[src/rtl/rmaa_div_cell.sv]
// One quotient bit of a restoring divider, registered; passes the divisor on.
// No dependencies.
`default_nettype none
module rmaa_div_cell #(
  parameter int NUM_W = 64,
  parameter int DEN_W = 33,
  parameter int J     = 0
) (
  input  wire logic             clk,
  input  wire logic             en,
  input  wire logic [NUM_W-1:0] rem_i,
  input  wire logic [DEN_W-1:0] den_i,
  input  wire logic [31:0]      q_i,
  output logic      [NUM_W-1:0] rem_o,
  output logic      [DEN_W-1:0] den_o,
  output logic      [31:0]      q_o
);
  localparam int CW = (NUM_W > DEN_W + J) ? NUM_W : DEN_W + J;
  logic [CW-1:0]    rem_x, sub_x;
  logic             fit;
  logic [NUM_W-1:0] rem_r, rem_nxt;
  logic [DEN_W-1:0] den_r;
  logic [31:0]      q_r, q_nxt;

  always_comb begin
    rem_x   = CW'(rem_i);
    sub_x   = CW'(den_i) << J;
    fit     = rem_x >= sub_x;
    rem_nxt = fit ? NUM_W'(rem_x - sub_x) : rem_i;
    q_nxt   = q_i | (fit ? (32'd1 << J) : 32'd0);
  end

  always_ff @(posedge clk) begin
    if (en) begin
      rem_r <= rem_nxt;
      den_r <= den_i;
      q_r   <= q_nxt;
    end
  end

  assign rem_o = rem_r;
  assign den_o = den_r;
  assign q_o   = q_r;
endmodule
`default_nettype wire

[config.mk]
export PLATFORM = sky130hd
export DESIGN_NAME = rmaa_div_cell
export DESIGN_NICKNAME = d
export VERILOG_FILES = /design/src/rtl/rmaa_div_cell.sv
export SDC_FILE = /design/constraint.sdc
export NUM_CORES = 1
export LEC_CHECK = 0
export BUFFER_PORTS_ARGS = -buffer_cell sky130_fd_sc_hd__buf_4
export CORE_MARGIN = 4
export CORE_UTILIZATION = 45
export CTS_CLUSTER_DIAMETER = 50
export DETAILED_ROUTE_END_ITERATION = 10
export GPL_ROUTABILITY_DRIVEN = 0
export GPL_TIMING_DRIVEN = 0
export PLACE_DENSITY = 0.85
export SYNTH_ARGS = -nofsm -noshare
export SYNTH_HDL_FRONTEND = slang
export SYNTH_SLANG_ARGS = --single-unit
[constraint.sdc]
create_clock -name clk -period 5.8 [get_ports clk]
set_input_delay 0.58 -clock clk [delete_from_list [all_inputs] [get_ports clk]]
set_output_delay 0.58 -clock clk [all_outputs]
set_load 0.02 [all_outputs]
==> impl_results.md <==
* Post-CTS resize count at 0
* Pre-CTS setup slack at ~2.2 ns
* DR pass1 iterations at 6
* GRT Total Usage at 22.6%
* Max Cap Viol at 0
* Synthesized instance count at just under 700
* Nets@finish at between 1000 and 1500
* Final setup margin at 2.46 ns
* CTS tree: done
* Required @ worst endpoint at 5.98 ns
* Post-synthesis cell type count at 65
* Power per cell area at between 200 and 300 mW/mm^2
* Critical path arrival at between 3 and 4 ns
* Largest net degree at the start of global routing at 99
* Initial drt markers at roughly 610
* Mapped cell area at 0.00724 sq mm
* Yosys Warn Count at 0
* Sequential-to-total area share from yosys stat at 53.5%
* Mapped Nets at roughly 840
* Status: completed
* Fill cells at 1247
* Hold Slack at around 0.33 ns
* Unrepaired setup endpoints after global routing: false
* Root buf cell: clkbuf_16
* Peak supply drop at approximately 0.00020 V
* Worst-path fanout max at 5
* Final setup violation count at 0
* Wirelength per Cell at around 18 um
* DIE WIDTH at 135 um
* Final hold vios at 0
* Gr ovfl total at 0
* Area delta synth->final at 38.9%
* Setup crit end kind: register
* Initial core utilization at 45.8%
* Worst hold-check path type: in2reg
* # hold bufs at CTS at 0
* Post-synth ARST share at 0%
* Setup bufs post-CTS at 0
* Fraction of layout cells with a size suffix above 1 at roughly 34%
* Crit share post-route at 57.5%
* Clock transition at the registers of the reported paths at around 0.060 ns
* Placed Instance Area at about 0.0095 sq mm
* Vias in the first global route at approximately 6300
* Synth Area per Inst at 10.8 sq um
* Clk sinks at 129
* EDFF count, synth at about 130
* Ant. Diodes at 0
* Site Rows at 46
* First-pass GRT wire length at approximately 32000 um
* Fmax at 300 MHz
* Initial antenna violation count at 0
* Most common cell after layout, fill and taps aside: buf_4
* Die height at 135 um
* Clock Path Buffers at 2
* CP Launch Type: primary input
* Top_reg_cell synth: edfxtp_1
* Final instance area at around 0.01 sq mm
* Antenna-violating nets left at 0
* Hold path startpoint: q_i[8]
* Final Slew Violations at 0
* Static leakage at roughly 0.0042 uW
* Vias at 6380
* Max-slew headroom at approximately 29%
* Register bit total from synthesis at around 130
* CP Class: in2reg
* TNS Setup at 0 ns
* TritonCTS Buffers at 17
* Hold EP: q_o[8]$_DFFE_PP_
* Final cell utilization of the core at a little under two thirds
* Commonest cells after routing, fill and taps aside: buf_4 (258), edfxtp_1 (129), nand2_1 (83)
* Core area at between 0.015 and 0.02 sq mm
* Total die area at 0.0182 sq mm
* Drt via density at 5.42
* Least-Margin Pin Slew at around 1.0 ns
* HPWL after DPL at 16300 um
* CTS H-tree depth at 4
* Port bufs at ~260
* DRC violations left at 0
* I/O Pins at 260
* Final WL at roughly 21000 um
* Fin crit period at 3.34 ns
* Hold depth at 1
routing by layer:
| metal | part of all wire [%] | routed length (um) | global-route usage (%) | vias to the layer above |
|---|---|---|---|---|
| li1 | - | - | - | 3044 |
| met4 | 4.0 | 852 | 10.6 | 0 |
| met2 | 49 | 10400 | 37.7 | 329 |
| met5 | 0 | 0 | 0 | - |
| met1 | 39 | 8260 | 27.9 | 2932 |
| met3 | 8.4 | 1790 | 5.40 | 75 |
sequential cells by signal, indices dropped and copies added (netlist names):
name   count
den_o     33
rem_o     64
q_o       32
cells in the mapped netlist (all sizes together), types with 2 or more instances:
cell     instances  share of area [%]
a211oi           6               0.93
nand2           83                4.3
nor3            20                1.5
o2111ai          2               0.24
or3              3               0.28
o211ai           5               0.52
o2bb2ai          2               0.24
nor2            44                2.3
o21ai           61                4.2
edfxtp         129                 53
ha              33                5.7
and3             3               0.26
o31ai            2               0.21
a31oi            4               0.35
nor3b            2               0.28
a2111oi          2               0.24
and2             3               0.28
nand4           19                1.7
clkbuf           3               0.16
nor2b            3               0.26
a21o            11                1.2
inv             41                2.1
nand3           16                1.2
nor4            14                1.6
o21bai           5               0.57
xnor2           36                4.4
buf             17                1.5
a21oi           47                3.2
nand2b           9               0.78
or4              2               0.26
xor2            23                2.8
a211o            3               0.38
nand3b           3               0.31
o21a             4               0.41
worst max-delay path, stage by stage:
cell and delay (ns):
buf_4 0.12, ha_1 0.36, nand3_1 0.11, o21bai_1 0.19, a21oi_1 0.35, o21ai_0 0.28
a2111oi_0 0.87, o21bai_1 0.34, nand3_1 0.22, xnor2_1 0.08
worst max path at each step:
| stage | from | endpoint |
|---|---|---|
| 2_1_floorplan | rem_i[0] | rem_o[61]$_DFFE_PP_ |
| 3_3_place_gp | rem_i[3] | rem_o[41]$_DFFE_PP_ |
| 3_5_place_dp | rem_i[3] | rem_o[49]$_DFFE_PP_ |
| 4_1_cts | rem_i[3] | rem_o[39]$_DFFE_PP_ |
| 5_1_grt | rem_i[17] | rem_o[20]$_DFFE_PP_ |
| 6_report | rem_i[3] | rem_o[39]$_DFFE_PP_ |
cell type report:
type                       instances  area (sq um)  share of cell area, %
multi-input combinational        483          3100                   30.8
timing repair buffer             257          1950                   19.4
buffer                            20           116                   1.16
clock buffer                      17           425                   4.23
inverter                          41           154                   1.53
tap                              216           270                   2.69
clock inverter                    15           166                   1.65
sequential                       129          3870                   38.5
metrics by stage:
stage          instances  power, uW
2_1_floorplan        673       1550
3_3_place_gp        1145       1840
3_5_place_dp        1146       1860
4_1_cts             1178       2930
5_1_grt             1178       3040
6_report            1178       2920
logic make-up after synthesis:
kind of cell    synth area share (%)
xor+xnor                        7.13
buf+inv                         3.73
fa+ha+maj                       5.98
flops                           53.5
simple gates                    16.0
compound gates                  13.7
power breakdown:
group          total [uW]  switching [uW]  internal [uW]
logic                 677             392            285
clock network        1080             468            611
registers            1170            25.7           1140
total                2920             885           2040
No activity file was read; power rests on OpenSTA's default activity.
