## src/rtl/rmaa_sqrt_cell.sv

```systemverilog
// One bit of a restoring integer square root, registered.
// No dependencies.
`default_nettype none
module rmaa_sqrt_cell #(
  parameter int BIT_POS = 62
) (
  input  wire logic        clk,
  input  wire logic        en,
  input  wire logic [63:0] v_i,
  input  wire logic [63:0] r_i,
  output logic      [63:0] v_o,
  output logic      [63:0] r_o
);
  localparam logic [63:0] BIT = 64'd1 << BIT_POS;
  logic [63:0] v_r, r_r, v_nxt, r_nxt, trial;

  always_comb begin
    trial = r_i + BIT;
    if (v_i >= trial) begin
      v_nxt = v_i - trial;
      r_nxt = (r_i >> 1) + BIT;
    end else begin
      v_nxt = v_i;
      r_nxt = r_i >> 1;
    end
  end

  always_ff @(posedge clk) begin
    if (en) begin
      v_r <= v_nxt;
      r_r <= r_nxt;
    end
  end

  assign v_o = v_r;
  assign r_o = r_r;
endmodule
`default_nettype wire

```

## config.mk

```make
export PLATFORM = sky130hd
export DESIGN_NAME = rmaa_sqrt_cell
export DESIGN_NICKNAME = d
export VERILOG_FILES = /design/src/rtl/rmaa_sqrt_cell.sv
export SDC_FILE = /design/constraint.sdc
export NUM_CORES = 1
export LEC_CHECK = 0
export ABC_AREA = 1
export BUFFER_PORTS_ARGS = -buffer_cell sky130_fd_sc_hd__clkbuf_2
export CAP_MARGIN = 40
export CELL_PAD_IN_SITES_DETAIL_PLACEMENT = 0
export CELL_PAD_IN_SITES_GLOBAL_PLACEMENT = 1
export CORE_MARGIN = 3
export CORE_UTILIZATION = 38
export CTS_BUF_LIST = sky130_fd_sc_hd__clkbuf_4 sky130_fd_sc_hd__clkbuf_8 sky130_fd_sc_hd__clkbuf_16
export CTS_CLUSTER_DIAMETER = 40
export CTS_CLUSTER_SIZE = 24
export DETAILED_ROUTE_END_ITERATION = 6
export PLACE_DENSITY_LB_ADDON = 0.08
export SYNTH_ARGS = -nofsm -noshare
export SYNTH_HDL_FRONTEND = slang
export SYNTH_SLANG_ARGS = --single-unit
```

## constraint.sdc

```tcl
create_clock -name clk -period 3.05 [get_ports clk]
set_clock_uncertainty 0.05 [all_clocks]
set_input_delay 0.7625 -clock clk [delete_from_list [all_inputs] [get_ports clk]]
set_output_delay 0.7625 -clock clk [all_outputs]
set_load 0.02 [all_outputs]
```

==> qor.yml, run 1 <==
logic_synthesis:
  syn_nets: 1907
  synth-main-ff-cell: "edfxtp_1"
  synth-seq-cells: 128
  ys_top_cells_by_count: "nand2_1 (762), inv_1 (401), edfxtp_1 (128), nor2_1 (112), nand3_1 (79)"
  yosys.area_share.adder: 0.0749
  synth.most_common_cell: "nand2_1"
  synth-edff-count: 128
  synth_compound_area_frac: 0.0241
  netlist_instances: 1712
  synth.top_cell.area_share: 0.351
  synth_area_sq_um: 11000
  synth_xor_area_frac: 0.0256
  synthSimpleGateAreaFrac: 0.376
  synth.distinct_cells: 29
  ys_seq_area_frac: 0.351
  async_reset_ff_frac: 0
  synth_area_leaders: "edfxtp_1 (35%), nand2_1 (26%), inv_1 (14%)"
  synth_top_family_by_area: "simple AND/OR/NAND/NOR gates"
  synthMuxAreaShare: 0
  yosysTopAreaCell: "edfxtp_1"
  synth_area_per_cell_sq_um: 6.40
  yosys_warnings: 0
power:
  clkPwrFrac: 0.303
  intPower_uw: 4230
  ir_drop_mv: 0.233
  netSwitchingFraction: 0.377
  p_leak_uw: 0.00861
  p_sw_uw: 2560
  pwr-share-comb: 0.364
  power_frac_seq: 0.333
  power_density_nw_per_um2: 468
finish:
  nNetsFinal: 2331
  drive_gt1_frac: 0.225
  nFillCells: 2985
  areaGrowthSynthToFinish_pct: 32.3
  num_antenna_cells: 0
  finalNonFillerCells: 2527
  multi_input_area_sq_um: 5480
  seqCellArea_sq_um: 3840
timing:
  rsz0062_at_grt: "no"
  worstMarginPinSlew_ns: 0.528
  tns_ns: 0
  max_freq_ghz: 0.359
  slew_headroom: 0.645
  setup_slack_ns: 0.267
  hold_viol_final: 0
  setup_violations: 0
  slew_viol_final: 0
  period_share: 0.912
  post-route-min-period_ns: 2.78
detailed_routing:
  wirelength_um: 40900
  route.detailed.drc: 0
  num_vias: 11636
  drt_first_pass_iters: 5
  drt_iter0_markers: 951
  antenna_left: 0
  wl_per_cell_um: 16.2
  via_per_inst: 4.60
critical_path:
  crit_buf_inv: 5
  max_stage_delay_ns: 0.43
  crit_required_ns: 3.19
  crit_type: "input port to flop"
  crit_path_frequent_cell: "nand2_2"
  crit_start: "v_i[0]"
  cp.arrival_ns: 2.92
  critPathTopFamily: "simple AND/OR/NAND/NOR gates"
  start_kind: "input port"
  crit_path_top_delay_cell: "fa_1"
  path_max_fanout: 32
  end_kind: "flop"
  crit_path_cell_trace: "clkbuf_2 -> inv_1 -> ha_1 -> fa_1 -> inv_1 -> nand3_1 -> nand2_4 -> nand2_2 -> nand2_2 -> nand2_1 -> nand2_2 -> nand2_2 -> nand3_2 -> nand2_2 -> nand2_4 -> inv_4 -> buf_12 -> nand2_1 -> nand2_1"
cts:
  cts_max_level: 4
  cts-resized-gates: 0
  cts_tree: "yes"
  path_clk_slew_ns: 0.07
  root_buffer: "clkbuf_16"
  post-cts-setup-buffer-count: 0
  cts_buffers: 17
  clockBufferDepth: 2
  clkSinkCount: 128
  cts_hold_buf: 0
placement:
  routabilityCongestion: 0.993
  hpwl_um: 34800
  place_inst: 2495
  pre_cts_ws_ns: -0.136
  portBuffers: 257
global_routing:
  grt_pass1_vias: 11180
  grt_max_degree: 43
  grt_pass1_wl_um: 62100
  overflow: 0
  antenna_found_initial: 0
  grt_usage: 0.265
floorplanning:
  die_h_um: 176
  coreArea_sq_um: 28100
  start_util: 0.390
  rows: 61
  dieArea_sq_um: 30900
  io-pin-count: 258
  die_x_um: 176
run:
  max_cap_violations: 0
run_status:
  outcome: "completed"
min_path:
  hold_class: "input port to flop"
  hold_path.startpoint: "r_i[48]"
-- registers in the layout, summed over array words and instances, names as in the netlist --
register  cells
r_o          64
v_o          64
-- per-layer routing --
| layer | vias to the layer above | global-route usage | share of wire |
|---|---|---|---|
| met2 | 370 | 0.400 | 0.42 |
| met5 | - | 0 | 0 |
| met1 | 5229 | 0.395 | 0.49 |
| met3 | 29 | 0.0508 | 0.073 |
| met4 | 0 | 0.0544 | 0.014 |
| li1 | 6008 | - | - |
-- power groups by stage --
stage               Clock [uW]  Sequential (uW)  Combinational (uW)
floorplan                    0             2570                1110
global placement             0             2300                2450
detailed placement           0             2300                2470
CTS                       2090             2270                2480
global route              2160             2280                2740
finish                    2060             2260                2470
-- final cells by class --
| class | instances | share of cell area |
|---|---|---|
| clock buffers | 17 | 0.0293 |
| clock inverters | 15 | 0.00915 |
| inverters | 407 | 0.106 |
| multi-input cells | 1164 | 0.378 |
| flip-flops and latches | 128 | 0.265 |
| well taps | 378 | 0.0326 |
| repair buffers | 418 | 0.180 |
-- path summary, 6_finish.rpt --
path / slack, ns / endpoint / cells past startpoint
worst max-delay path: 0.27 / v_o[5] / 19
worst min-delay path: 0.47 / r_o[47] / 1
-- per-stage QoR --
| step | instance area [sq um] | hold slack, ns | total power, uW | utilization |
|---|---|---|---|---|
| floorplan | 11000 | 0.811 | 3680 | - |
| global placement | 13900 | 0.906 | 4750 | 0.496 |
| detailed placement | 13900 | 0.906 | 4770 | 0.496 |
| CTS | 14500 | 0.455 | 6830 | 0.516 |
| global route | 14500 | 0.451 | 7180 | 0.516 |
| finish | 14500 | 0.468 | 6790 | 0.516 |
-- cells by family after synthesis --
logic type / count (synthesis)
adder cells (fa/ha/maj): 65
buffers and inverters: 420
AND/OR/NAND/NOR: 1015
XOR/XNOR: 32
AO/OA/AOI/OAI: 52
flip-flops: 128
-- cells in the final DEF (no fill, tap or decap), types with 9 or more instances in the layout --
cell,Yosys,final
nand4_1,20,20
clkbuf_16,0,17
ha_1,64,64
inv_1,401,401
xor2_1,30,30
a21oi_1,43,43
clkbuf_2,0,256
nand3_1,79,79
nand2_1,762,762
buf_12,1,9
nand3_2,11,11
nor2_1,112,112
buf_4,1,152
edfxtp_1,128,128
Power figures use the tool's default switching activity.
==> inputs of run 2 (changes only) <==
- CORE_ASPECT_RATIO: default -> 1.4
- clock period: 3.05 -> 3.1 ns (I/O delays scaled with it)
==> run 2 against run 1 <==
Effect of this change:
- critical path depth down 1
- sequential cell count unchanged
- cell count decreased by 2.3%
- global-route usage down 0.99 points
- count of clock-buffer cells in the layout is 2 higher
- combinational power shrank 7%
- total power decreased by 2.0%
- critical path type unchanged
- critical endpoint is now v_o[62]
==> qor.yml, run 2 (same netlist as run 1, synthesis figures left out) <==
critical_path:
  crit_type: "input port to flop"
  crit_start: "v_i[0]"
  cp.arrival_ns: 2.85  # -0.07 ns
  crit_buf_inv: 3  # -2
  end_kind: "flop"
  critPathTopFamily: "simple AND/OR/NAND/NOR gates"
  start_kind: "input port"
  path_max_fanout: 4  # -88%
  crit_path_cell_trace: "clkbuf_2 -> inv_1 -> ha_1 -> fa_1 -> inv_1 -> nand3_1 -> nand2_4 -> nand2_1 -> nand2_1 -> nand2_1 -> nand2_1 -> nand2_1 -> nand2_1 -> nand2_1 -> nand2_1 -> nand2_1 -> nand3_1 -> nand2_1"
  crit_path_frequent_cell: "nand2_1"
  crit_path_top_delay_cell: "fa_1"
  max_stage_delay_ns: 0.38  # -0.05 ns
  crit_required_ns: 3.25  # +0.06 ns
detailed_routing:
  wirelength_um: 39200  # -4.1%
  drt_first_pass_iters: 5  # unchanged
  drt_iter0_markers: 574  # -40%
  via_per_inst: 4.51  # -2.1%
  antenna_left: 0  # unchanged
  num_vias: 11126  # -4.4%
  route.detailed.drc: 0  # unchanged
  wl_per_cell_um: 15.9  # -1.8%
power:
  power.total_uw: 6650  # -2.0%
  intPower_uw: 4330  # +2.4%
  netSwitchingFraction: 0.349  # -0.0278
  pwr-share-comb: 0.345  # -0.019
  clkPwrFrac: 0.320  # +0.017
  power_density_nw_per_um2: 471  # +0.49%
  power_frac_seq: 0.334  # about the same
  ir_drop_mv: 0.394  # +69%
  p_leak_uw: 0.00840  # -2.5%
  p_sw_uw: 2320  # -9.2%
cts:
  cts_buffers: 17  # unchanged
  root_buffer: "clkbuf_16"
  clockBufferDepth: 2  # unchanged
  cts_max_level: 4  # unchanged
  cts-resized-gates: 0  # unchanged
  cts_tree: "yes"
  post-cts-setup-buffer-count: 0  # unchanged
  path_clk_slew_ns: 0.06  # about the same
  clkSinkCount: 128  # unchanged
  cts_hold_buf: 0  # unchanged
floorplanning:
  die_x_um: 150  # -15%
  start_util: 0.391  # +0.000976
  rows: 72  # +18%
  coreArea_sq_um: 28000  # -0.25%
  io-pin-count: 258  # unchanged
  dieArea_sq_um: 30900  # about the same
  die_h_um: 207  # +18%
timing:
  setup_slack_ns: 0.400  # +0.132 ns
  rsz0062_at_grt: "no"
  period_share: 0.871
  hold_ws_ns: 0.470  # +0.00198 ns
  max_freq_ghz: 0.370
  slew_viol_final: 0  # unchanged
  worstMarginPinSlew_ns: 0.396  # -0.131 ns
  post-route-min-period_ns: 2.70
  setup_violations: 0  # unchanged
  slew_headroom: 0.734  # +0.0889
  hold_viol_final: 0  # unchanged
finish:
  final_common_cell: "nand2_1"
  areaGrowthSynthToFinish_pct: 29.0
  num_antenna_cells: 0  # unchanged
  drive_gt1_frac: 0.206  # -0.0188
  nNetsFinal: 2281  # -2.1%
  layout_common_cells: "nand2_1 (762), inv_1 (401), clkbuf_2 (256)"
  fin_area_sq_um: 14100  # -2.5%
global_routing:
  grt_max_degree: 62  # +44%
  overflow: 0  # unchanged
  antenna_found_initial: 0  # unchanged
  grt_pass1_wl_um: 59300  # -4.5%
  grt_pass1_vias: 10917  # -2.4%
  grt_usage: 0.255  # -0.00987
placement:
  hpwl_um: 34200  # -1.6%
  place_area_sq_um: 13500  # -2.9%
  portBuffers: 257  # unchanged
  routabilityCongestion: 0.925  # -6.8%
  pre_cts_ws_ns: -0.0822  # +0.0536 ns
min_path:
  hold_path.startpoint: "r_i[49]"
  hold_class: "input port to flop"
  holdPathStages: 1  # unchanged
  worstHoldEndpoint: "r_o[48]"
run:
  max_cap_violations: 0  # unchanged
run_status:
  outcome: "completed"
[run 2: cell types whose count changed in the layout (fill, tap and decap cells not counted), sizes merged]
cell,previous run,this run
clkbuf,273,275
buf,162,112
bufinv,1,4
clkinvlp,5,1
inv,413,407
clkinv,3,7
[run 2: how the worst max path moves through the flow]
| stage | to | cells past startpoint |
|---|---|---|
| 2_1_floorplan | v_o[55] | 18 |
| 3_3_place_gp | v_o[55] | 16 |
| 3_5_place_dp | v_o[62] | 18 |
| 4_1_cts | v_o[62] | 18 |
| 5_1_grt | v_o[62] | 18 |
| 6_report | v_o[62] | 18 |
[run 2: through the flow]
step                 util  TNS, ns  cells
floorplan               -        0   1712
CTS                 0.505        0   2468
finish              0.505        0   2468
global placement    0.483   -0.251   2437
global route        0.505        0   2468
detailed placement  0.483   -0.183   2437
[run 2: power by group through the flow]
stage               logic, uW  registers, uW  clock network (uW)
CTS                      2330           2230                2170
floorplan                1090           2530                   0
global placement         2300           2260                   0
detailed placement       2320           2260                   0
global route             2550           2240                2240
finish                   2300           2220                2130
[run 2: area by class of cell]
class                      count  area (sq um)
clock buffer                  19           440
clock inverter                12           168
fill                        2960         13900
inverter                     407          1530
multi-input combinational   1164          5480
sequential                   128          3840
tap                          370           463
timing repair buffer         368          2210
[run 2: routing by layer]
layer / part of all wire / up-vias / GRT usage / wire length [um]
met5: 0 / - / 0 / 0
li1: - / 5922 / - / -
met1: 0.39 / 4907 / 0.278 / 15200
met3: 0.033 / 47 / 0.0290 / 1290
met2: 0.54 / 250 / 0.492 / 21100
met4: 0.042 / 0 / 0.114 / 1640
