===== src/rtl/rmaa_pkg.sv =====
// Shared constants and helper functions for the rotation matrix to
// axis-angle converter. No dependencies.
`default_nettype none
package rmaa_pkg;

  localparam int IN_FRAC_BITS_DEF  = 30;
  localparam int OUT_FRAC_BITS_DEF = 28;
  localparam int ANG_FRAC          = 30;
  localparam int CORDIC_STEPS      = 31;
  localparam int SQ_STEPS          = 32;
  localparam int NSQ_STEPS         = 31;
  localparam int DIV_STEPS         = 32;
  localparam int CX_W              = 37;
  localparam int CZ_W              = 35;
  localparam logic [63:0] PI_ANG      = 64'd3373259426;
  localparam logic [63:0] HALF_PI_ANG = 64'd1686629713;
  localparam logic [31:0] TINY_ANG    = 32'd11;

  function automatic logic [31:0] atan_tab(int i);
    logic [31:0] v;
    case (i)
      0:  v = 32'd843314857;
      1:  v = 32'd497837829;
      2:  v = 32'd263043837;
      3:  v = 32'd133525159;
      4:  v = 32'd67021687;
      5:  v = 32'd33543516;
      6:  v = 32'd16775851;
      7:  v = 32'd8388437;
      8:  v = 32'd4194283;
      9:  v = 32'd2097149;
      default: v = (i < 31) ? (32'd1 << (30 - i)) : 32'd0;
    endcase
    return v;
  endfunction

  function automatic logic [63:0] out_limit(int to);
    return (PI_ANG >> (ANG_FRAC - to)) + ((PI_ANG >> (ANG_FRAC - to - 1)) & 64'd1);
  endfunction

  function automatic logic [30:0] sat_out(logic [63:0] mag, int from, int to, logic neg);
    logic [63:0] lim;
    logic [63:0] m;
    int k;
    lim = out_limit(to);
    if (to >= from) begin
      k = to - from;
      if (k >= 40 || mag > (lim >> k)) begin
        m = lim;
      end else begin
        m = mag << k;
      end
    end else begin
      k = from - to;
      m = (mag >> k) + ((mag >> (k - 1)) & 64'd1);
    end
    if (m > lim) begin
      m = lim;
    end
    m = neg ? (64'd0 - m) : m;
    return m[30:0];
  endfunction

  function automatic logic signed [31:0] clamp_elem(logic signed [31:0] raw,
                                                    logic signed [31:0] one);
    logic signed [31:0] v;
    if (raw > one) begin
      v = one;
    end else if (raw < -one) begin
      v = -one;
    end else begin
      v = raw;
    end
    return v;
  endfunction

endpackage
`default_nettype wire


===== src/rtl/rmaa_cordic_cell.sv =====
// One vectoring-mode CORDIC micro-rotation, registered.
// Depends on rmaa_pkg for the arctangent table and widths.
`default_nettype none
module rmaa_cordic_cell #(
  parameter int I = 0
) (
  input  wire logic                             clk,
  input  wire logic                             en,
  input  wire logic signed [rmaa_pkg::CX_W-1:0] x_i,
  input  wire logic signed [rmaa_pkg::CX_W-1:0] y_i,
  input  wire logic signed [rmaa_pkg::CZ_W-1:0] z_i,
  output logic      signed [rmaa_pkg::CX_W-1:0] x_o,
  output logic      signed [rmaa_pkg::CX_W-1:0] y_o,
  output logic      signed [rmaa_pkg::CZ_W-1:0] z_o
);
  localparam logic signed [rmaa_pkg::CZ_W-1:0] ANG =
    $signed(rmaa_pkg::CZ_W'(rmaa_pkg::atan_tab(I)));
  logic signed [rmaa_pkg::CX_W-1:0] x_r, y_r, x_nxt, y_nxt;
  logic signed [rmaa_pkg::CZ_W-1:0] z_r, z_nxt;

  always_comb begin
    x_nxt = x_i;
    y_nxt = y_i;
    z_nxt = z_i;
    if (y_i > 0) begin
      x_nxt = x_i + (y_i >>> I);
      y_nxt = y_i - (x_i >>> I);
      z_nxt = z_i + ANG;
    end else if (y_i < 0) begin
      x_nxt = x_i - (y_i >>> I);
      y_nxt = y_i + (x_i >>> I);
      z_nxt = z_i - ANG;
    end
  end

  always_ff @(posedge clk) begin
    if (en) begin
      x_r <= x_nxt;
      y_r <= y_nxt;
      z_r <= z_nxt;
    end
  end

  assign x_o = x_r;
  assign y_o = y_r;
  assign z_o = z_r;
endmodule
`default_nettype wire


===== config.mk =====
export PLATFORM = sky130hd
export DESIGN_NAME = rmaa_cordic_cell
export DESIGN_NICKNAME = d
export VERILOG_FILES = /design/src/rtl/rmaa_pkg.sv /design/src/rtl/rmaa_cordic_cell.sv
export SDC_FILE = /design/constraint.sdc
export NUM_CORES = 1
export LEC_CHECK = 0
export ABC_CLOCK_PERIOD_IN_PS = 3900
export BUFFER_PORTS_ARGS = -buffer_cell sky130_fd_sc_hd__buf_2
export CAP_MARGIN = 20
export CORE_ASPECT_RATIO = 1.25
export CORE_UTILIZATION = 40
export CTS_CLUSTER_DIAMETER = 100
export DETAILED_ROUTE_END_ITERATION = 7
export PLACE_DENSITY = 0.71
export SYNTH_ARGS = -nofsm -noshare
export SYNTH_HDL_FRONTEND = slang
export SYNTH_SLANG_ARGS = --single-unit

===== constraint.sdc =====
create_clock -name clk -period 3.9 [get_ports clk]
set_clock_uncertainty 0.05 [all_clocks]
set_input_delay 0 -clock clk [delete_from_list [all_inputs] [get_ports clk]]
set_output_delay 0 -clock clk [all_outputs]
set_load 0.05 [all_outputs]

==> reports/metrics.csv, run 1 <==
stage;metric;value;unit
setup_path;CP startpoint kind;input pin;
timing;setup_tns;0;ns
global_routing;GR Util All Layers;26.8;%
cts;H-Tree Depth;3;
setup_path;crit-path max FO;4;
setup_path;arrival time worst endpoint;3.68;ns
yosys;Most used DFF post-synth;edfxtp_1;
yosys;mapped cell area;11800;um2
global_routing;first-pass GRT wire length;63100;um
routing;via count;11900;
timing;period utilization;92.8;%
global_routing;total global routing overflow;0;
worst_hold_path;Hold EP;x_o[23]$_DFFE_PP_;
cts;Post-CTS Setup Bufs;0;
timing;final hold vios;0;
pwr;Combinational Power Share;48.2;%
timing;RSZ-0062 raised after global routing;false;
pwr;Worst VDD drop;0.000193;V
routing;Pre-antenna DRT Iters;7;
floorplanning;Die X;156;um
yosys;Seq/Total Area, Yosys;27.7;%
setup_path;Worst setup EP type;flip-flop;
floorplanning;Std-Cell Rows;70;
timing;Slew @ Worst Pin;0.949;ns
yosys;Ys Warns;0;
pwr;sw power;0.00215;W
routing;vias per cell;5.71;
yosys;Net Count, Synth;1684;
placed_design;routability congestion estimate;1.03;
timing;WHS;0.0153;ns
global_routing;largest net degree at the start of global routing;61;
flow_run;max-cap violations;0;
timing;setup violators final;0;
placed_design;post-DP HPWL;31400;um
cts;Clock Pin Slew Worst Setup and Hold Paths;0.09;ns
final_layout;share of cells above drive strength 1;17.1;%
worst_hold_path;worst hold path startpoint;x_i[23];
setup_path;crit path kind;in -> reg;
routing;WL/cell;19.7;um
routing;routed wire length;41000;um
cts;CTS max path bufs;2;
floorplanning;Die Area;30200;um2
routing;Post-route DRC;0;
cts;Root Driver;clkbuf_16;
final_layout;Area Growth Syn to Fin;18.4;%
setup_path;worst path required time;3.96;ns
yosys;Syn Inst Count;1460;
timing;setup ws final;0.279;ns
final_layout;fin nets;1899;
yosys;Unique masters post-synth;78;
pwr;power per cell area;349;nW/um2
pwr;switch share;44.1;%
floorplanning;Initial Util;40.5;%
cts;TritonCTS buffer count;9;
placed_design;input/output buffers;219;
timing;maximum clock rate;276;MHz
global_routing;initial antenna violation count;4;
timing;Tmin final;3.62;ns
worst_hold_path;HP Class;in -> reg;
timing;Slew Viols, Final;0;
routing;DRT iter0 DRCs;920;
yosys;Post-synth EDFFs;109;
pwr;sequential power share;31.7;%
worst_hold_path;Hold Crit Depth;3;
yosys;Synth Register Bits;109;
yosys;Post-synth ARST share;0;%
run_status;status;completed;
floorplanning;Die Y;194;um
floorplanning;Core Footprint;29200;um2
pwr;Clk network pwr share;20.0;%
floorplanning;# IOs;220;
placed_design;dpl ws;0.0290;ns
yosys;mean post-synth cell area;8.09;um2
timing;Max-slew headroom;36.6;%
cts;CTS tree;done;
pwr;Int Power;0.00273;W
global_routing;vias in the first global route;11700;
pwr;Pleak;6.07;nW
cts;CTS sink count;109;
routing;Routed Antenna Nets;0;
==> final cells by class <==
class,instances,area (um2)
Sequential cell,109,3270
Clock inverter,7,72.6
Multi-Input combinational cell,1154,7800
Clock buffer,9,225
Fill cell,2877,15200
Timing Repair Buffer,283,1670
Inverter,118,443
Antenna cell,4,10.0
Tap cell,396,495
==> flip-flops by register name (all words and copies together) (netlist names) <==
signal  cells
x_o        37
y_o        37
z_o        35
==> worst max path at each step <==
| stage | slack (ns) | depth (start not counted) | end | from |
|---|---|---|---|---|
| global route | 0.09 | 15 | x_o[34]$_DFFE_PP_ | x_i[0] |
| floorplan | 0.99 | 12 | x_o[35]$_DFFE_PP_ | x_i[1] |
| finish | 0.28 | 15 | x_o[34]$_DFFE_PP_ | x_i[0] |
| CTS | 0.20 | 15 | x_o[34]$_DFFE_PP_ | x_i[0] |
| global placement | 0.05 | 13 | x_o[34]$_DFFE_PP_ | x_i[21] |
| detailed placement | 0.03 | 13 | x_o[34]$_DFFE_PP_ | x_i[21] |
==> critical path, stage by stage <==
cell	delay, ns
dlygate4sd3_1	0.52
buf_2	0.14
ha_1	0.18
inv_1	0.06
fa_1	0.41
o21bai_1	0.20
o211ai_1	0.23
a211oi_2	0.41
o31ai_1	0.17
nand3_1	0.21
o21ai_0	0.25
o31ai_1	0.50
a22oi_1	0.17
o22ai_1	0.17
a21oi_1	0.06
==> repair_timing <==
item                       in CTS  in global routing
setup endpoints to repair       0                  2
hold endpoints to repair       39                  0
hold buffers                   36                  0
gates resized for setup         0                  1
==> synthesized netlist by cell type (all sizes together) (6+ instances only) <==
library cell | instances | area share [%]
o22ai | 12 | 0.64
o211ai | 11 | 0.70
a31oi | 18 | 1.0
a21boi | 7 | 0.44
nor2b | 15 | 0.79
xnor2 | 88 | 6.5
o21ai | 95 | 4.0
and2 | 7 | 0.37
a211oi | 21 | 1.4
o31ai | 18 | 1.3
a221oi | 10 | 0.74
nor2 | 135 | 4.3
mux2i | 23 | 1.9
nand2b | 20 | 1.1
clkbuf | 59 | 1.9
nand3 | 27 | 1.1
nor3 | 28 | 1.2
buf | 20 | 0.76
a21o | 30 | 1.9
nand4 | 15 | 0.79
o21bai | 33 | 2.1
nor4 | 19 | 1.1
a311oi | 6 | 0.44
xor2 | 21 | 1.6
o221ai | 8 | 0.59
ha | 110 | 12
inv | 113 | 3.6
o21a | 15 | 0.95
a21oi | 181 | 7.7
nand2 | 100 | 3.2
edfxtp | 109 | 28
==> cell families (layout without fill, tap and decap cells) <==
family / Yosys count / count (layout) / synth area share, %
AO/OA/AOI/OAI: 513 / 513 / 27.8
other: 0 / 4 / 0
buffers and inverters: 197 / 417 / 6.39
adder cells (fa/ha/maj): 113 / 113 / 12.2
AND/OR/NAND/NOR: 393 / 393 / 15.6
flip-flops: 109 / 109 / 27.7
multiplexers: 26 / 26 / 2.23
XOR/XNOR: 109 / 109 / 8.08
==> power by group through the flow <==
| stage | logic [W] | registers [W] | clock network (W) |
|---|---|---|---|
| 2_1_floorplan | 0.00108 | 0.00215 | 0 |
| 3_3_place_gp | 0.00228 | 0.00157 | 0 |
| 3_5_place_dp | 0.00229 | 0.00157 | 0 |
| 4_1_cts | 0.00233 | 0.00155 | 0.000995 |
| 5_1_grt | 0.00251 | 0.00156 | 0.00103 |
| 6_report | 0.00236 | 0.00155 | 0.000978 |
==> layer usage <==
metal	routed length (um)	part of all wire [%]	GRT usage [%]	up-vias
met5	0	0	0	-
met4	2170	5.3	15.7	0
met3	2070	5.0	3.98	115
met2	19800	48	45.9	473
met1	17000	41	31.6	5583
li1	-	-	-	5716
==> layout by cell type (no fill, tap or decap), types with 12 or more instances in the layout <==
master / Yosys / routed
buf_2: 6 / 217
ha_1: 110 / 110
nand4_1: 15 / 15
dlygate4sd3_1: 0 / 36
o21ai_0: 95 / 95
a21oi_1: 181 / 181
o21a_1: 15 / 15
xor2_1: 21 / 21
edfxtp_1: 109 / 109
nor3_1: 28 / 28
a31oi_1: 17 / 17
nand2b_1: 20 / 20
a21o_1: 30 / 30
nor2b_1: 15 / 15
o22ai_1: 12 / 12
nor4_1: 18 / 18
o31ai_1: 17 / 17
mux2i_1: 23 / 23
inv_1: 111 / 111
nand2_1: 100 / 100
a211oi_1: 20 / 19
buf_4: 0 / 30
nor2_1: 135 / 134
xnor2_1: 88 / 88
nand3_1: 27 / 27
o21bai_1: 33 / 33
==> metrics by stage <==
step	cell area [um2]	total power [W]	util [%]	instances
floorplan	11800	0.00323	-	1460
global placement	13300	0.00385	45.7	2024
detailed placement	13300	0.00386	45.7	2024
CTS	14000	0.00487	47.9	2076
global route	14000	0.00511	47.9	2078
finish	14000	0.00488	48.0	2080
(Power assumes the default switching activity.)
==> run 2, diff against run 1 <==
CORE_ASPECT_RATIO = 0.7   (was 1.25)
CORE_UTILIZATION = 58   (was 40)
PLACE_DENSITY = 0.93   (was 0.71)
==> reports/metrics.csv, run 2 (synthesis gave the netlist of run 1 again) <==
stage;metric;value;unit;change
run_status;status;completed;;
cts;CTS max path bufs;2;;unchanged
routing;vias per cell;6.60;;+15%
routing;Pre-antenna DRT Iters;7;;unchanged
final_layout;most common cell after layout, fill and taps aside;buf_2;;
pwr;Worst VDD drop;0.000206;V;+6.4%
final_layout;share of cells above drive strength 1;17.1;%;-0.027 points
final_layout;commonest non-fill, non-tap cells in the layout;217 x buf_2, 181 x a21oi_1, 134 x nor2_1;;
routing;DRT iter0 DRCs;2147;;+130%
floorplanning;Die Area;21000;um2;-31%
setup_path;Top Family by Delay on Critical Path;compound AO/OA/AOI/OAI gates;;
setup_path;Worst setup EP type;flip-flop;;
pwr;power per cell area;359;nW/um2;+2.8%
setup_path;slowest CP cell;dlygate4sd3_1;;
global_routing;total global routing overflow;0;;unchanged
global_routing;GR Util All Layers;40.1;%;+13 points
final_layout;ANT cells;0;;-4
placed_design;input/output buffers;219;;unchanged
cts;H-Tree Depth;3;;unchanged
global_routing;initial antenna violation count;0;;-4
timing;period utilization;93.4;%;+0.54 points
timing;Max-slew headroom;38.9;%;+2.3 points
routing;WL/cell;22.0;um;+12%
placed_design;post-DP HPWL;32400;um;+3.0%
cts;CTS tree;done;;
timing;final hold vios;0;;unchanged
setup_path;crit-path max FO;4;;unchanged
timing;Slew @ Worst Pin;0.908;ns;-0.0410 ns
global_routing;vias in the first global route;11800;;+1.2%
setup_path;crit path kind;in -> reg;;
cts;CTS sink count;109;;unchanged
routing;met1 WL;18200;um;+7.3%
setup_path;Critical Path Max Stage Delay;0.53;ns;about the same
setup_path;critical path depth;15;;unchanged
setup_path;worst path required time;3.95;ns;about the same
setup_path;Buf/Inv on CP;3;;unchanged
cts;Root Driver;clkbuf_16;;
timing;Slew Viols, Final;0;;unchanged
floorplanning;Die X;173;um;+11%
flow_run;max-cap violations;0;;unchanged
setup_path;arrival time worst endpoint;3.69;ns;about the same
cts;Clock Pin Slew Worst Setup and Hold Paths;0.08;ns;about the same
routing;Routed Antenna Nets;0;;unchanged
worst_hold_path;Hold Crit Depth;3;;unchanged
cts;TritonCTS buffer count;9;;unchanged
floorplanning;Std-Cell Rows;43;;-39%
setup_path;worst-path cell chain;dlygate4sd3_1 -> buf_2 -> ha_1 -> inv_1 -> fa_1 -> o21bai_1 -> o211ai_1 -> a21oi_1 -> nor3_1 -> nor2_1 -> a311o_1 -> a311oi_1 -> xnor2_1 -> mux2i_1 -> o21ai_0;;
timing;WHS;0.00138;ns;-0.0139 ns
routing;DR top layer;met4;;
timing;setup violators final;0;;unchanged
floorplanning;Core Footprint;19900;um2;-32%
routing;met2 routed WL;17000;um;-14%
floorplanning;# IOs;220;;unchanged
floorplanning;Initial Util;59.3;%;+19 points
timing;Tmin final;3.64;ns;+0.0212 ns
placed_design;routability congestion estimate;1.05;;+2.0%
global_routing;largest net degree at the start of global routing;64;;+4.9%
routing;routed wire length;42800;um;+4.2%
setup_path;CP startpoint kind;input pin;;
timing;setup_tns;0;ns;unchanged
final_layout;Area Growth Syn to Fin;16.3;%;
worst_hold_path;HP Class;in -> reg;;
pwr;Pleak;6.03;nW;-0.72%
timing;RSZ-0062 raised after global routing;false;;
timing;maximum clock rate;275;MHz;-0.58%
routing;Post-route DRC;0;;unchanged
floorplanning;Die Y;121;um;-37%
routing;via count;12800;;+7.7%
routing;met3 wire length;6040;um;+190%
final_layout;fin nets;1890;;-0.47%
global_routing;first-pass GRT wire length;65400;um;+3.6%
## run 2: cell count changes in the layout (fill, tap and decap cells not counted), sizes merged
cell	previous run	this run
diode	4	0
clkinv	8	6
inv	115	117
buf	247	244
bufinv	1	0
dlygate4sd3	36	30
clkinvlp	1	2
## run 2: power by group
part / total, W / leakage, nW / internal [W] / switching [W]
sequential: 0.00156 / 1.07 / 0.00151 / 0.0000510
combinational: 0.00240 / 4.82 / 0.000719 / 0.00168
clock: 0.000972 / 0.141 / 0.000457 / 0.000516
## run 2: worst paths after layout
kind,from,endpoint,slack [ns]
min,x_i[20],x_o[20]$_DFFE_PP_,0.001
max,x_i[0],x_o[24]$_DFFE_PP_,0.26
## run 2: final cells by class
cell class                      instances  area, um2
Timing Repair Buffer                  274       1590
Tap cell                              270        338
Fill cell                            1641       6170
Multi-Input combinational cell       1154       7790
Clock inverter                          7       73.8
Sequential cell                       109       3270
Clock buffer                            9        225
Inverter                              118        443
## run 2: metal layers
layer,up-vias,global-route usage [%]
li1,5690,-
met1,5921,58.4
met2,1039,55.9
met3,156,11.1
met4,0,14.2
met5,-,0
## run 2: stage by stage
stage | util, % | instances | cell area [um2] | total power (W) | worst slack (ns)
after global placement | 66.0 | 1895 | 13100 | 0.00384 | 0.374
final | 69.0 | 1941 | 13700 | 0.00493 | 0.258
after global routing | 69.0 | 1941 | 13700 | 0.00511 | 0.0112
after CTS | 69.0 | 1941 | 13700 | 0.00485 | 0.341
after detailed placement | 66.0 | 1895 | 13100 | 0.00387 | 0.280
after floorplan | - | 1460 | 11800 | 0.00323 | 0.990
## run 2: timing repair
item,4_1_cts,5_1_grt
buffers inserted,0,0
hold buffers,30,0
setup endpoints to repair,0,1
endpoints found under the hold margin,30,0
resized for setup,0,1
==> run 3, diff against run 2 <==
ABC_CLOCK_PERIOD_IN_PS = 3000   (was 3900)
CORE_ASPECT_RATIO = 0.75   (was 0.7)
CORE_UTILIZATION = 52   (was 58)
GPL_TIMING_DRIVEN = 0   (was not set)
PLACE_DENSITY = 0.88   (was 0.93)
clock period = 3 ns   (was 3.9 ns; I/O delays follow)
==> reports/metrics.csv, run 3 (synthesis gave the netlist of run 1 again) <==
stage;metric;value;unit;change
setup_path;CP startpoint kind;input pin;;
timing;WHS;0.0193;ns;+0.0179 ns
timing;period utilization;101;%;
routing;Post-route DRC;0;;unchanged
setup_path;CP startpoint;y_i[30];;
routing;routed wire length;50400;um;+18%
global_routing;GR Util All Layers;41.9;%;+1.8 points
placed_design;routability congestion estimate;1.02;;-2.7%
timing;final hold vios;0;;unchanged
setup_path;crit path kind;in -> reg;;
global_routing;initial antenna violation count;0;;unchanged
routing;Routed Antenna Nets;0;;unchanged
floorplanning;Die X;176;um;+2.0%
cts;Root Driver;clkbuf_16;;
timing;maximum clock rate;330;MHz;
timing;Tmin final;3.03;ns;
cts;H-Tree Depth;3;;unchanged
floorplanning;Core Footprint;22200;um2;+11%
setup_path;crit-path max FO;10;;+6
cts;CTS tree;done;;
setup_path;Worst setup EP type;flip-flop;;
worst_hold_path;HP Class;in -> reg;;
global_routing;vias in the first global route;12200;;+3.1%
final_layout;Final Cell Area;14600;um2;+6.1%
routing;via count;13500;;+5.1%
global_routing;first-pass GRT wire length;73200;um;+12%
timing;setup violators final;2;;+2
final_layout;Area Growth Syn to Fin;23.4;%;
final_layout;ANT cells;0;;unchanged
routing;DRT iter0 DRCs;2321;;+8.1%
floorplanning;Die Y;133;um;+9.2%
final_layout;share of cells above drive strength 1;21.4;%;+4.2 points
run_status;status;finished with violations;;
final_layout;most common cell after layout, fill and taps aside;buf_2;;
floorplanning;# IOs;220;;unchanged
timing;setup ws final;-0.0337;ns;-0.292 ns
flow_run;max-cap violations;0;;unchanged
floorplanning;Die Area;23300;um2;+11%
run_status;failing checks;negative setup slack;;
final_layout;commonest non-fill, non-tap cells in the layout;208 x buf_2, 172 x a21oi_1, 132 x nor2_1;;
floorplanning;Initial Util;53.3;%;-6.1 points
cts;TritonCTS buffer count;9;;unchanged
placed_design;dpl cell area;13300;um2;+0.92%
floorplanning;Std-Cell Rows;47;;+9.3%
pwr;power per cell area;461;nW/um2;+29%
routing;WL/cell;24.8;um;+12%
routing;Pre-antenna DRT Iters;8;;+1
cts;CTS max path bufs;2;;unchanged
placed_design;input/output buffers;208;;-5.0%
placed_design;post-DP HPWL;38200;um;+18%
final_layout;fin nets;1961;;+3.8%
global_routing;largest net degree at the start of global routing;72;;+13%
setup_path;arrival time worst endpoint;3.11;ns;-0.58 ns
timing;Slew Viols, Final;0;;unchanged
global_routing;total global routing overflow;0;;unchanged
setup_path;crit path to;y_o[4]$_DFFE_PP_;;
routing;vias per cell;6.61;;+0.17%
cts;CTS sink count;109;;unchanged
cts;Clock Pin Slew Worst Setup and Hold Paths;0.10;ns;+0.02 ns
timing;Slew @ Worst Pin;1.20;ns;+0.287 ns
pwr;Pleak;6.27;nW;+4.0%
pwr;Worst VDD drop;0.000271;V;+31%
setup_path;worst path required time;3.07;ns;-0.88 ns
timing;Max-slew headroom;20.3;%;-19 points
==> run 3: cell types whose count changed in the layout (fill, tap and decap cells not counted), sizes merged <==
cell | before | now
dlygate4sd3 | 30 | 25
clkbuf | 9 | 70
buf | 244 | 258
clkdlybuf4s15 | 0 | 1
clkinv | 6 | 8
inv | 117 | 115
==> run 3: metrics by stage <==
stage          total power, W  setup slack [ns]  utilization [%]  setup TNS, ns  instances
2_1_floorplan         0.00420            0.0898                -              0       1460
6_report              0.00672           -0.0337             65.7        -0.0410       2036
4_1_cts               0.00649          -0.00229             63.7       -0.00229       2016
3_5_place_dp          0.00507             -1.52             59.8         -55.55       1963
5_1_grt               0.00694           -0.0401             65.7        -0.0988       2036
3_3_place_gp          0.00505             -1.55             59.6         -56.18       1962
==> run 3: cell type report <==
class                      count  area, um2
timing repair buffer         267       1580
clock buffer                   9        225
tap                          294        368
sequential                   109       3270
inverter                     118        460
multi-input combinational   1154       8230
fill                        1874       7600
buffer                        78        354
clock inverter                 7       88.8
==> run 3: power breakdown <==
group / switching (W) / leakage, nW / internal [W]
Combinational: 0.00235 / 5.05 / 0.00102
Sequential: 0.0000612 / 1.07 / 0.00196
Clock: 0.000732 / 0.152 / 0.000603
==> run 3: timing repair <==
item / CTS / global route
pin swaps: 12 / 24
setup buffers: 13 / 20
setup endpoints to repair: 60 / 40
hold endpoints to repair: 25 / 0
gates resized for setup: 47 / 88
hold buffers: 25 / 0
==> run 3: layer usage <==
layer / GRT usage, % / share of wire, % / wire, um / up-vias
li1: - / - / - / 5833
met1: 62.9 / 42 / 21400 / 6329
met2: 55.2 / 39 / 19800 / 1149
met3: 15.2 / 16 / 7830 / 145
met4: 11.2 / 2.7 / 1370 / 0
met5: 0 / 0 / 0 / -
==> run 3: critical path, stage by stage <==
cell             delay, ns
buf_2                 0.14
nor4_2                0.56
nand4_1               0.19
nor2_1                0.20
nand4_1               0.13
buf_4                 0.21
clkbuf_1              0.47
clkdlybuf4s15_2       0.62
a221oi_1              0.43
a21oi_1               0.14
==> run 3: worst min path at each step <==
stage	depth (start not counted)	start	to
floorplan	0	en	x_o[0]$_DFFE_PP_
global placement	2	z_i[34]	z_o[34]$_DFFE_PP_
detailed placement	2	z_i[34]	z_o[34]$_DFFE_PP_
CTS	2	z_i[19]	z_o[19]$_DFFE_PP_
global route	2	z_i[19]	z_o[19]$_DFFE_PP_
finish	3	x_i[35]	x_o[35]$_DFFE_PP_
